**src/rtl/tftpc_pkg.sv**
```systemverilog
// ----------------------------------------------------------------------------
// tftpc_pkg
// Types, codes and helper functions of the lock-step TFTP client controller.
// ----------------------------------------------------------------------------
package tftpc_pkg;

    localparam int ACTION_W   = 3;
    localparam int BLOCK_W    = 16;
    localparam int LEN_W      = 10;
    localparam int KIND_W     = 3;
    localparam int STATUS_W   = 3;
    localparam int TOTAL_W    = 32;
    localparam int TMO_W      = 16;
    localparam int CFG_IDX_W  = 1;
    localparam int CFG_DATA_W = 16;

    // Event codes.
    localparam logic [ACTION_W-1:0] ACT_START     = 3'd0;
    localparam logic [ACTION_W-1:0] ACT_PACKET    = 3'd1;
    localparam logic [ACTION_W-1:0] ACT_TIMEOUT   = 3'd2;
    localparam logic [ACTION_W-1:0] ACT_SRV_ERR   = 3'd3;
    localparam logic [ACTION_W-1:0] ACT_OTHER_ERR = 3'd4;

    // Packet kinds to send.
    localparam logic [KIND_W-1:0] KIND_NONE = 3'd0;
    localparam logic [KIND_W-1:0] KIND_RRQ  = 3'd1;
    localparam logic [KIND_W-1:0] KIND_WRQ  = 3'd2;
    localparam logic [KIND_W-1:0] KIND_ACK  = 3'd3;
    localparam logic [KIND_W-1:0] KIND_DATA = 3'd4;

    // Reported status.
    localparam logic [STATUS_W-1:0] STAT_IDLE     = 3'd0;
    localparam logic [STATUS_W-1:0] STAT_BUSY     = 3'd1;
    localparam logic [STATUS_W-1:0] STAT_DONE     = 3'd2;
    localparam logic [STATUS_W-1:0] STAT_FAIL_TMO = 3'd3;
    localparam logic [STATUS_W-1:0] STAT_FAIL_ERR = 3'd4;

    // Configuration register indexes and reset values.
    localparam logic [CFG_IDX_W-1:0] CFG_DIRECTION     = 1'd0;
    localparam logic [CFG_IDX_W-1:0] CFG_TIMEOUT_LIMIT = 1'd1;
    localparam logic [TMO_W-1:0]     TIMEOUT_LIMIT_RST = 16'd10;

    typedef enum logic [2:0] {
        PH_IDLE = 3'd0,
        PH_REQ  = 3'd1,
        PH_XFER = 3'd2,
        PH_DONE = 3'd3,
        PH_FTMO = 3'd4,
        PH_FERR = 3'd5
    } phase_t;

    typedef struct packed {
        logic [ACTION_W-1:0] action;
        logic [BLOCK_W-1:0]  rx_block;
        logic [LEN_W-1:0]    rx_data_len;
        logic [LEN_W-1:0]    next_chunk_len;
    } item_t;

    typedef struct packed {
        logic [KIND_W-1:0]   send_kind;
        logic [BLOCK_W-1:0]  send_block;
        logic [LEN_W-1:0]    send_len;
        logic [STATUS_W-1:0] status;
        logic [TOTAL_W-1:0]  byte_total;
    } result_t;

    function automatic logic [STATUS_W-1:0] status_of(phase_t ph);
        logic [STATUS_W-1:0] st;
        case (ph)
            PH_REQ, PH_XFER: st = STAT_BUSY;
            PH_DONE:         st = STAT_DONE;
            PH_FTMO:         st = STAT_FAIL_TMO;
            PH_FERR:         st = STAT_FAIL_ERR;
            default:         st = STAT_IDLE;
        endcase
        return st;
    endfunction

endpackage

```
**src/rtl/tftpc_in_reg.sv**
```systemverilog
// ----------------------------------------------------------------------------
// tftpc_in_reg
// Input register: holds one event until the engine consumes it.
// ----------------------------------------------------------------------------
module tftpc_in_reg (
    input  logic             aclk,
    input  logic             aresetn,
    input  logic             s_valid,
    output logic             s_ready,
    input  tftpc_pkg::item_t s_item,
    input  logic             take,
    output logic             item_valid,
    output tftpc_pkg::item_t item
);
    import tftpc_pkg::*;

    logic  valid_reg;
    logic  valid_next;
    item_t item_reg;

    assign s_ready    = !valid_reg || take;
    assign valid_next = (s_valid && s_ready) || (valid_reg && !take);

    always_ff @(posedge aclk) begin
        if (!aresetn) begin
            valid_reg <= 1'b0;
        end else begin
            valid_reg <= valid_next;
        end
    end

    always_ff @(posedge aclk) begin
        if (s_valid && s_ready) begin
            item_reg <= s_item;
        end
    end

    assign item_valid = valid_reg;
    assign item       = item_reg;

endmodule

```
**src/rtl/tftpc_engine.sv**
```systemverilog
// ----------------------------------------------------------------------------
// tftpc_engine
// Transfer state and configuration registers with the per-event update logic.
// ----------------------------------------------------------------------------
module tftpc_engine #(
    parameter int BLOCK_BYTES = 512
) (
    input  logic                                aclk,
    input  logic                                aresetn,
    input  logic                                cfg_we,
    input  logic [tftpc_pkg::CFG_IDX_W-1:0]     cfg_index,
    input  logic [tftpc_pkg::CFG_DATA_W-1:0]    cfg_wdata,
    input  logic                                fire,
    input  tftpc_pkg::item_t                    item,
    output tftpc_pkg::result_t                  result
);
    import tftpc_pkg::*;

    // Lengths are compared on 17 bits so that any block size in range works.
    localparam int              CMP_W       = 17;
    localparam logic [CMP_W-1:0] BLOCK_LIMIT = CMP_W'(BLOCK_BYTES);
    localparam logic [LEN_W-1:0] LEN_CAP     = LEN_W'(BLOCK_BYTES);

    logic               direction_reg;
    logic [TMO_W-1:0]   timeout_limit_reg;

    phase_t             phase_reg,  phase_next;
    logic [BLOCK_W-1:0] exp_block_reg, exp_block_next;
    logic [TMO_W-1:0]   tmo_count_reg, tmo_count_next;
    logic [LEN_W-1:0]   last_len_reg, last_len_next;
    logic [TOTAL_W-1:0] bytes_reg, bytes_next;

    logic               busy;
    logic               put;
    logic [LEN_W-1:0]   rx_len_clamped;
    logic [LEN_W-1:0]   tx_len_clamped;
    logic [LEN_W-1:0]   addend;
    logic [TOTAL_W:0]   sum;
    logic [TOTAL_W-1:0] bytes_sat;
    logic [TMO_W-1:0]   tmo_inc;
    logic [BLOCK_W-1:0] exp_block_inc;

    always_ff @(posedge aclk) begin
        if (!aresetn) begin
            direction_reg     <= 1'b0;
            timeout_limit_reg <= TIMEOUT_LIMIT_RST;
        end else if (cfg_we) begin
            case (cfg_index)
                CFG_DIRECTION:     direction_reg     <= cfg_wdata[0];
                CFG_TIMEOUT_LIMIT: timeout_limit_reg <= cfg_wdata[TMO_W-1:0];
                default: ;
            endcase
        end
    end

    always_ff @(posedge aclk) begin
        if (!aresetn) begin
            phase_reg     <= PH_IDLE;
            exp_block_reg <= '0;
            tmo_count_reg <= '0;
            last_len_reg  <= '0;
            bytes_reg     <= '0;
        end else if (fire) begin
            phase_reg     <= phase_next;
            exp_block_reg <= exp_block_next;
            tmo_count_reg <= tmo_count_next;
            last_len_reg  <= last_len_next;
            bytes_reg     <= bytes_next;
        end
    end

    assign busy = (phase_reg == PH_REQ) || (phase_reg == PH_XFER);
    assign put  = direction_reg;

    assign rx_len_clamped = (CMP_W'(item.rx_data_len) > BLOCK_LIMIT) ? LEN_CAP
                                                                     : item.rx_data_len;
    assign tx_len_clamped = (CMP_W'(item.next_chunk_len) > BLOCK_LIMIT) ? LEN_CAP
                                                                        : item.next_chunk_len;

    // Saturating byte total: in put mode the acknowledged block is counted.
    assign addend    = put ? last_len_reg : rx_len_clamped;
    assign sum       = {1'b0, bytes_reg} + (TOTAL_W+1)'(addend);
    assign bytes_sat = sum[TOTAL_W] ? '1 : sum[TOTAL_W-1:0];

    assign tmo_inc       = (tmo_count_reg == '1) ? tmo_count_reg : tmo_count_reg + 1'b1;
    assign exp_block_inc = exp_block_reg + 1'b1;

    always_comb begin
        phase_next        = phase_reg;
        exp_block_next    = exp_block_reg;
        tmo_count_next    = tmo_count_reg;
        last_len_next     = last_len_reg;
        bytes_next        = bytes_reg;
        result.send_kind  = KIND_NONE;
        result.send_block = '0;
        result.send_len   = '0;
        case (item.action)
            ACT_START: begin
                exp_block_next   = put ? '0 : BLOCK_W'(1);
                tmo_count_next   = '0;
                last_len_next    = '0;
                bytes_next       = '0;
                phase_next       = PH_REQ;
                result.send_kind = put ? KIND_WRQ : KIND_RRQ;
            end
            ACT_PACKET: begin
                if (busy) begin
                    tmo_count_next = '0;
                    if (item.rx_block == exp_block_reg) begin
                        bytes_next = bytes_sat;
                        if (!put) begin
                            last_len_next     = rx_len_clamped;
                            result.send_kind  = KIND_ACK;
                            result.send_block = exp_block_reg;
                            exp_block_next    = exp_block_inc;
                            phase_next = (CMP_W'(rx_len_clamped) < BLOCK_LIMIT) ? PH_DONE
                                                                                 : PH_XFER;
                        end else if (phase_reg == PH_XFER &&
                                     CMP_W'(last_len_reg) < BLOCK_LIMIT) begin
                            phase_next = PH_DONE;
                        end else begin
                            last_len_next     = tx_len_clamped;
                            exp_block_next    = exp_block_inc;
                            phase_next        = PH_XFER;
                            result.send_kind  = KIND_DATA;
                            result.send_block = exp_block_inc;
                            result.send_len   = tx_len_clamped;
                        end
                    end
                end
            end
            ACT_TIMEOUT: begin
                if (busy) begin
                    tmo_count_next = tmo_inc;
                    if (tmo_inc >= timeout_limit_reg) begin
                        phase_next = PH_FTMO;
                    end else if (phase_reg == PH_REQ) begin
                        result.send_kind = put ? KIND_WRQ : KIND_RRQ;
                    end else if (!put) begin
                        result.send_kind  = KIND_ACK;
                        result.send_block = exp_block_reg - 1'b1;
                    end else begin
                        result.send_kind  = KIND_DATA;
                        result.send_block = exp_block_reg;
                        result.send_len   = last_len_reg;
                    end
                end
            end
            ACT_SRV_ERR, ACT_OTHER_ERR: begin
                if (busy) begin
                    phase_next = PH_FERR;
                end
            end
            default: ;
        endcase
        result.status     = status_of(phase_next);
        result.byte_total = bytes_next;
    end

endmodule

```
**src/rtl/tftpc_out_reg.sv**
```systemverilog
// ----------------------------------------------------------------------------
// tftpc_out_reg
// Result register: holds one result until the downstream side takes it.
// ----------------------------------------------------------------------------
module tftpc_out_reg (
    input  logic               aclk,
    input  logic               aresetn,
    input  logic               load_valid,
    output logic               can_load,
    input  tftpc_pkg::result_t load_data,
    output logic               m_valid,
    input  logic               m_ready,
    output tftpc_pkg::result_t m_data
);
    import tftpc_pkg::*;

    logic    valid_reg;
    logic    valid_next;
    result_t data_reg;

    assign can_load   = !valid_reg || m_ready;
    assign valid_next = (load_valid && can_load) || (valid_reg && !m_ready);

    always_ff @(posedge aclk) begin
        if (!aresetn) begin
            valid_reg <= 1'b0;
        end else begin
            valid_reg <= valid_next;
        end
    end

    always_ff @(posedge aclk) begin
        if (load_valid && can_load) begin
            data_reg <= load_data;
        end
    end

    assign m_valid = valid_reg;
    assign m_data  = data_reg;

endmodule

```
**src/rtl/tftp_client_transfer_control_core.sv**
```systemverilog
// ----------------------------------------------------------------------------
// tftp_client_transfer_control_core: lock-step TFTP client transfer control.
// Flow: an event waits in the input register until the result register can
// take its result. Throughput: one event per cycle unless results stall.
// Reset: synchronous, active low; clears state and restores config defaults.
// ----------------------------------------------------------------------------
module tftp_client_transfer_control_core #(
    parameter int BLOCK_BYTES = 512
) (
    input  logic                                aclk,
    input  logic                                aresetn,

    // Configuration write port.
    input  logic                                cfg_we,
    input  logic [tftpc_pkg::CFG_IDX_W-1:0]     cfg_index,
    input  logic [tftpc_pkg::CFG_DATA_W-1:0]    cfg_wdata,

    // Event channel.
    input  logic                                s_valid,
    output logic                                s_ready,
    input  logic [tftpc_pkg::ACTION_W-1:0]      s_action,
    input  logic [tftpc_pkg::BLOCK_W-1:0]       s_rx_block,
    input  logic [tftpc_pkg::LEN_W-1:0]         s_rx_data_len,
    input  logic [tftpc_pkg::LEN_W-1:0]         s_next_chunk_len,

    // Result channel.
    output logic                                m_valid,
    input  logic                                m_ready,
    output logic [tftpc_pkg::KIND_W-1:0]        m_send_kind,
    output logic [tftpc_pkg::BLOCK_W-1:0]       m_send_block,
    output logic [tftpc_pkg::LEN_W-1:0]         m_send_len,
    output logic [tftpc_pkg::STATUS_W-1:0]      m_status,
    output logic [tftpc_pkg::TOTAL_W-1:0]       m_byte_total
);
    import tftpc_pkg::*;

    // The datapath is a two-register pipeline. The input register captures an
    // event on each transfer of the event channel. The engine evaluates the held
    // event against the transfer state; once the result register can take it,
    // the state is updated on the same clock edge that loads the result register.
    // Because the state is updated in the very cycle the result is produced,
    // the next event can follow directly without any hazard.

    item_t   s_item;
    item_t   item;
    logic    item_valid;
    logic    can_load;
    logic    fire;
    result_t result;
    result_t m_data;

    assign s_item.action         = s_action;
    assign s_item.rx_block       = s_rx_block;
    assign s_item.rx_data_len    = s_rx_data_len;
    assign s_item.next_chunk_len = s_next_chunk_len;

    // An event leaves the input register only when the result register can
    // take its result, so a stalled result channel stalls the whole pipeline
    // but nothing is ever dropped or duplicated.
    assign fire = item_valid && can_load;

    tftpc_in_reg u_in_reg (
        .aclk       (aclk),
        .aresetn    (aresetn),
        .s_valid    (s_valid),
        .s_ready    (s_ready),
        .s_item     (s_item),
        .take       (can_load),
        .item_valid (item_valid),
        .item       (item)
    );

    // The engine holds the configuration registers, the expected block
    // number, the timeout counter, the last chunk length, the phase and the
    // saturating byte total. Its transfer state advances only on a fired event.
    tftpc_engine #(
        .BLOCK_BYTES (BLOCK_BYTES)
    ) u_engine (
        .aclk      (aclk),
        .aresetn   (aresetn),
        .cfg_we    (cfg_we),
        .cfg_index (cfg_index),
        .cfg_wdata (cfg_wdata),
        .fire      (fire),
        .item      (item),
        .result    (result)
    );

    // Every event produces exactly one result, including ignored events,
    // which report nothing to send and the unchanged status.
    tftpc_out_reg u_out_reg (
        .aclk       (aclk),
        .aresetn    (aresetn),
        .load_valid (item_valid),
        .can_load   (can_load),
        .load_data  (result),
        .m_valid    (m_valid),
        .m_ready    (m_ready),
        .m_data     (m_data)
    );

    assign m_send_kind  = m_data.send_kind;
    assign m_send_block = m_data.send_block;
    assign m_send_len   = m_data.send_len;
    assign m_status     = m_data.status;
    assign m_byte_total = m_data.byte_total;

endmodule

```
**config.mk**
```make
export PLATFORM = sky130hd
export DESIGN_NAME = tftp_client_transfer_control_core
export DESIGN_NICKNAME = d
export VERILOG_FILES = /design/src/rtl/tftpc_pkg.sv /design/src/rtl/tftpc_in_reg.sv /design/src/rtl/tftpc_engine.sv /design/src/rtl/tftpc_out_reg.sv /design/src/rtl/tftp_client_transfer_control_core.sv
export SDC_FILE = /design/constraint.sdc
export NUM_CORES = 1
export LEC_CHECK = 0
export BUFFER_PORTS_ARGS = -buffer_cell sky130_fd_sc_hd__clkbuf_2
export CORE_ASPECT_RATIO = 1.25
export CORE_MARGIN = 2
export CORE_UTILIZATION = 55
export CTS_BUF_LIST = sky130_fd_sc_hd__clkbuf_8 sky130_fd_sc_hd__clkbuf_16
export CTS_CLUSTER_SIZE = 25
export DETAILED_ROUTE_END_ITERATION = 16
export PLACE_DENSITY = 0.76
export SETUP_SLACK_MARGIN = 0.1
export SLEW_MARGIN = 20
export SYNTH_ARGS = -nofsm -noshare
export SYNTH_HDL_FRONTEND = slang
export SYNTH_SLANG_ARGS = --single-unit
```
**constraint.sdc**
```tcl
create_clock -name aclk -period 4.9 [get_ports aclk]
set_input_delay 0.98 -clock aclk [delete_from_list [all_inputs] [get_ports aclk]]
set_output_delay 0.98 -clock aclk [all_outputs]
set_load 0.005 [all_outputs]
```
==> reports/metrics.csv <==
stage,metric,value,unit
timing,fin crit period,4.13,ns
clocking,clk slew on worst S/H paths,0.07,ns
synth,Synth Area in XOR/XNOR,3.32,%
synth,cells after synthesis,1160,
clocking,CTS resizes,0,
synth,mapped cell area,0.0108,sq mm
global_route,number of global-route vias before repair,8848,
run,Max Cap Violations,0,
synth,"EDFF count, synth",103,
timing,RSZ-0062 raised after global routing,false,
placement,Final GP Congestion,0.923,
power,Pleak,4.72,nW
setup_path,peak fanout along the critical path,10,
timing,setup_tns,0,ns
layout,fill cell count,1694,
layout,"most common cell after layout, fill and taps aside",clkbuf_2,
setup_path,CP endpoint,u_out_reg.m_data[33],
timing,fin worst setup slack,0.770,ns
layout,most frequent cells in the layout,"clkbuf_2 (126), nand2_1 (118), a21oi_1 (104), edfxtp_1 (103), dfxtp_1 (96)",
layout,max reg flops,64,
setup_path,crit path launch,u_engine.tmo_count_reg[3],
floorplan,Initial Utilization,55.8,%
setup_path,worst r2r path cells,13,
setup_path,R2R Setup Slk,0.77,ns
floorplan,die area,0.0208,sq mm
clocking,Max Root-Sink Buffers,2,
routing,drc violations,0,
global_route,gr usage total,26.3,%
routing,final wirelength,27.1,mm
power,pwr/cell area,285,mW/mm^2
synth,Post-Synth Adder-Cell Area,3.89,%
clocking,Inserted Clock Buffers,17,
synth,Syn Area/Cell,9.33,sq um
global_route,largest net degree at the start of global routing,67,
setup_path,slowest cell on the critical path,nor3_1,
synth,Simple-Gate Fraction of Synth Area,18.6,%
placement,hpwl dp,18.8,mm
layout,layout cells sized above 1,16.6,%
synth,Syn. warnings,0,
placement,port buffer count,126,
floorplan,core footprint,0.0194,sq mm
clocking,Root Buffer,clkbuf_16,
timing,Slew HR,35.0,%
clocking,worst skew pair latency,0.44,ns
setup_path,"Arr. time, crit path",4.31,ns
timing,crit share post-route,84.3,%
synth,mux contribution to synthesized area,2.30,%
placement,Inst Count DP,1494,
setup_path,max incr delay on CP,0.50,ns
timing,fmax,0.242,GHz
synth,sequential element share of the synthesized area,46.3,%
setup_path,Setup crit end kind,register,
placement,post-placement worst setup slack,0.812,ns
synth,Netlist cell types,80,
timing,Clock Skew,0.0115,ns
global_route,antenna violations before repair,0,
synth,fraction of registers with async set or reset after synthesis,0,%
setup_path,"Cell Chain, Critical Path","nand4_1, nor3_1, nand2_1, and4_1, xor2_1, ha_1, a211oi_1, nor2_1, a211oi_1, o211ai_1, o41ai_2, nand2b_1, mux2i_1",
timing,Final Max Slew Viols,0,
clocking,H-Tree Depth,4,
global_route,first-pass GRT wire length,44.0,mm
clocking,CTS tree,done,
timing,Worst-Margin Slew,0.975,ns
floorplan,DIE HEIGHT,161,um
timing,Final Setup Violations,0,
layout,"non-filler cells, final",1526,
routing,vias post-DR,9449,
clocking,Post-CTS Setup Bufs,0,
layout,nets,1342,
synth,largest family of logic cells by synthesized area,compound AO/OA/AOI/OAI gates,
timing,final hold violations,0,
setup_path,"Data required, critical path",5.08,ns
status,outcome,"complete, no violations",
synth,Synth Area in Compound Gates,21.2,%
clocking,# clock sinks,199,
routing,Detailed Routing Iterations Pass 1,6,
setup_path,CP most frequent cell,a211oi_1,
clocking,hold buffer count at CTS,0,
setup_path,CP Launch Type,register,
layout,ant diodes,0,
routing,per-cell routed wire length,17.8,um
synth,Yosys reg bits,199,
synth,syn nets,1254,
worst_hold_path,worst hold path class,reg -> reg,
setup_path,Critical R2R Launch,u_engine.tmo_count_reg[3],
setup_path,r2r endpoint,u_out_reg.m_data[33],
floorplan,chip width,129,um
layout,final core occ,62.8,%
floorplan,I/O pin count,127,
power,Peak VDD IR,0.251,mV
routing,vias per cell,6.19,
floorplan,Rows,57,
layout,layout overhead on the synthesized area,12.7,%
routing,Starting DRT DRC Count,903,
routing,Antenna Nets Post-Route,0,
synth,"Primary FF master, synth",edfxtp_1,
setup_path,Worst Setup Path Type,reg -> reg,
global_route,GRT overflow,0,
==> routing by layer <==
metal  up-vias  track usage [%]  part of all wire [%]
met2       407             43.8                    50
li1       4486                -                     -
met3        69             5.30                   6.8
met1      4487             33.0                    41
met5         -                0                     0
met4         0             11.8                   2.7
==> metrics by stage <==
| step | hold slack (ns) | power, W | instance area (sq um) |
|---|---|---|---|
| floorplan | 0.436 | 0.00203 | 10800 |
| global placement | 0.444 | 0.00212 | 11600 |
| detailed placement | 0.450 | 0.00213 | 11600 |
| CTS | 0.458 | 0.00348 | 12200 |
| global route | 0.480 | 0.00358 | 12200 |
| finish | 0.455 | 0.00347 | 12200 |
==> critical path, delay by kind of cell, from the launching register on <==
kind / cells / cell delay (ns)
adder cells (fa/ha/maj): 1 / 0.28
multiplexers: 1 / 0.07
AO/OA/AOI/OAI: 4 / 1.31
flip-flops: 1 / 0.43
XOR/XNOR: 1 / 0.19
AND/OR/NAND/NOR: 6 / 1.59
==> cell usage after synthesis (4+ instances only) <==
cell type    n  share of area [%]
a21o_1      19                1.3
nor2b_1      8               0.46
xor2_1      26                2.1
dfxtp_1     96                 18
and3_1      22                1.3
mux2i_1     17                1.6
or2_2        4               0.23
nor3_1      35                1.6
a221oi_1    20                1.6
a21oi_1    104                4.8
a31oi_1     14               0.81
nand3_1     43                2.0
inv_1       37                1.3
nor2_1      91                3.2
and4_1       7               0.57
a22oi_1     22                1.5
a211oi_1    16                1.1
buf_1        6               0.21
a22o_1      32                2.6
o211ai_1     5               0.35
mux2_2       7               0.73
nand4_1     14               0.81
buf_2       16               0.74
edfxtp_1   103                 29
nand2b_1     6               0.35
and2_1       7               0.40
clkbuf_1    54                1.9
or3_1        9               0.52
o21ai_0     64                3.0
o21a_1       6               0.42
o22ai_1      4               0.23
xnor2_1     15                1.2
ha_1        32                3.7
nand2_1    118                4.1
nor4_1      10               0.58
==> worst min path at each step <==
stage	end	from	slack (ns)	depth (start not counted)
floorplan	u_engine.timeout_limit_reg[10]	u_engine.timeout_limit_reg[10]	0.44	2
global placement	u_engine.timeout_limit_reg[4]	u_engine.timeout_limit_reg[4]	0.44	2
detailed placement	u_engine.timeout_limit_reg[11]	u_engine.timeout_limit_reg[11]	0.45	2
CTS	u_engine.timeout_limit_reg[11]	u_engine.timeout_limit_reg[11]	0.46	2
global route	u_engine.timeout_limit_reg[8]	u_engine.timeout_limit_reg[8]	0.48	2
finish	u_engine.timeout_limit_reg[5]	u_engine.timeout_limit_reg[5]	0.45	2
==> where the power goes <==
group | internal, W | total (W) | leakage, nW | switching, W
registers | 0.00180 | 0.00184 | 1.76 | 0.0000310
clock network | 0.000761 | 0.00138 | 0.296 | 0.000616
logic | 0.0000963 | 0.000257 | 2.66 | 0.000161
total | 0.00266 | 0.00347 | 4.72 | 0.000808
==> area by class of cell <==
class                           count  area, sq um  share of cell area, %
Clock buffer                       18          439                   3.60
Timing Repair Buffer              147          788                   6.47
Tap cell                          265          332                   2.72
Inverter                           37          139                   1.14
Multi-Input combinational cell    846         5340                   43.8
Sequential cell                   199         5010                   41.1
Clock inverter                     14          136                   1.12
==> cell families after synthesis <==
group,Yosys count
and+or+nand+nor,400
AOI/OAI and AO/OA,348
DFF,199
buffers and inverters,115
xor gates and xnor gates,41
adders and majority gates,33
muxes,24
Power figures use the tool's default switching activity.
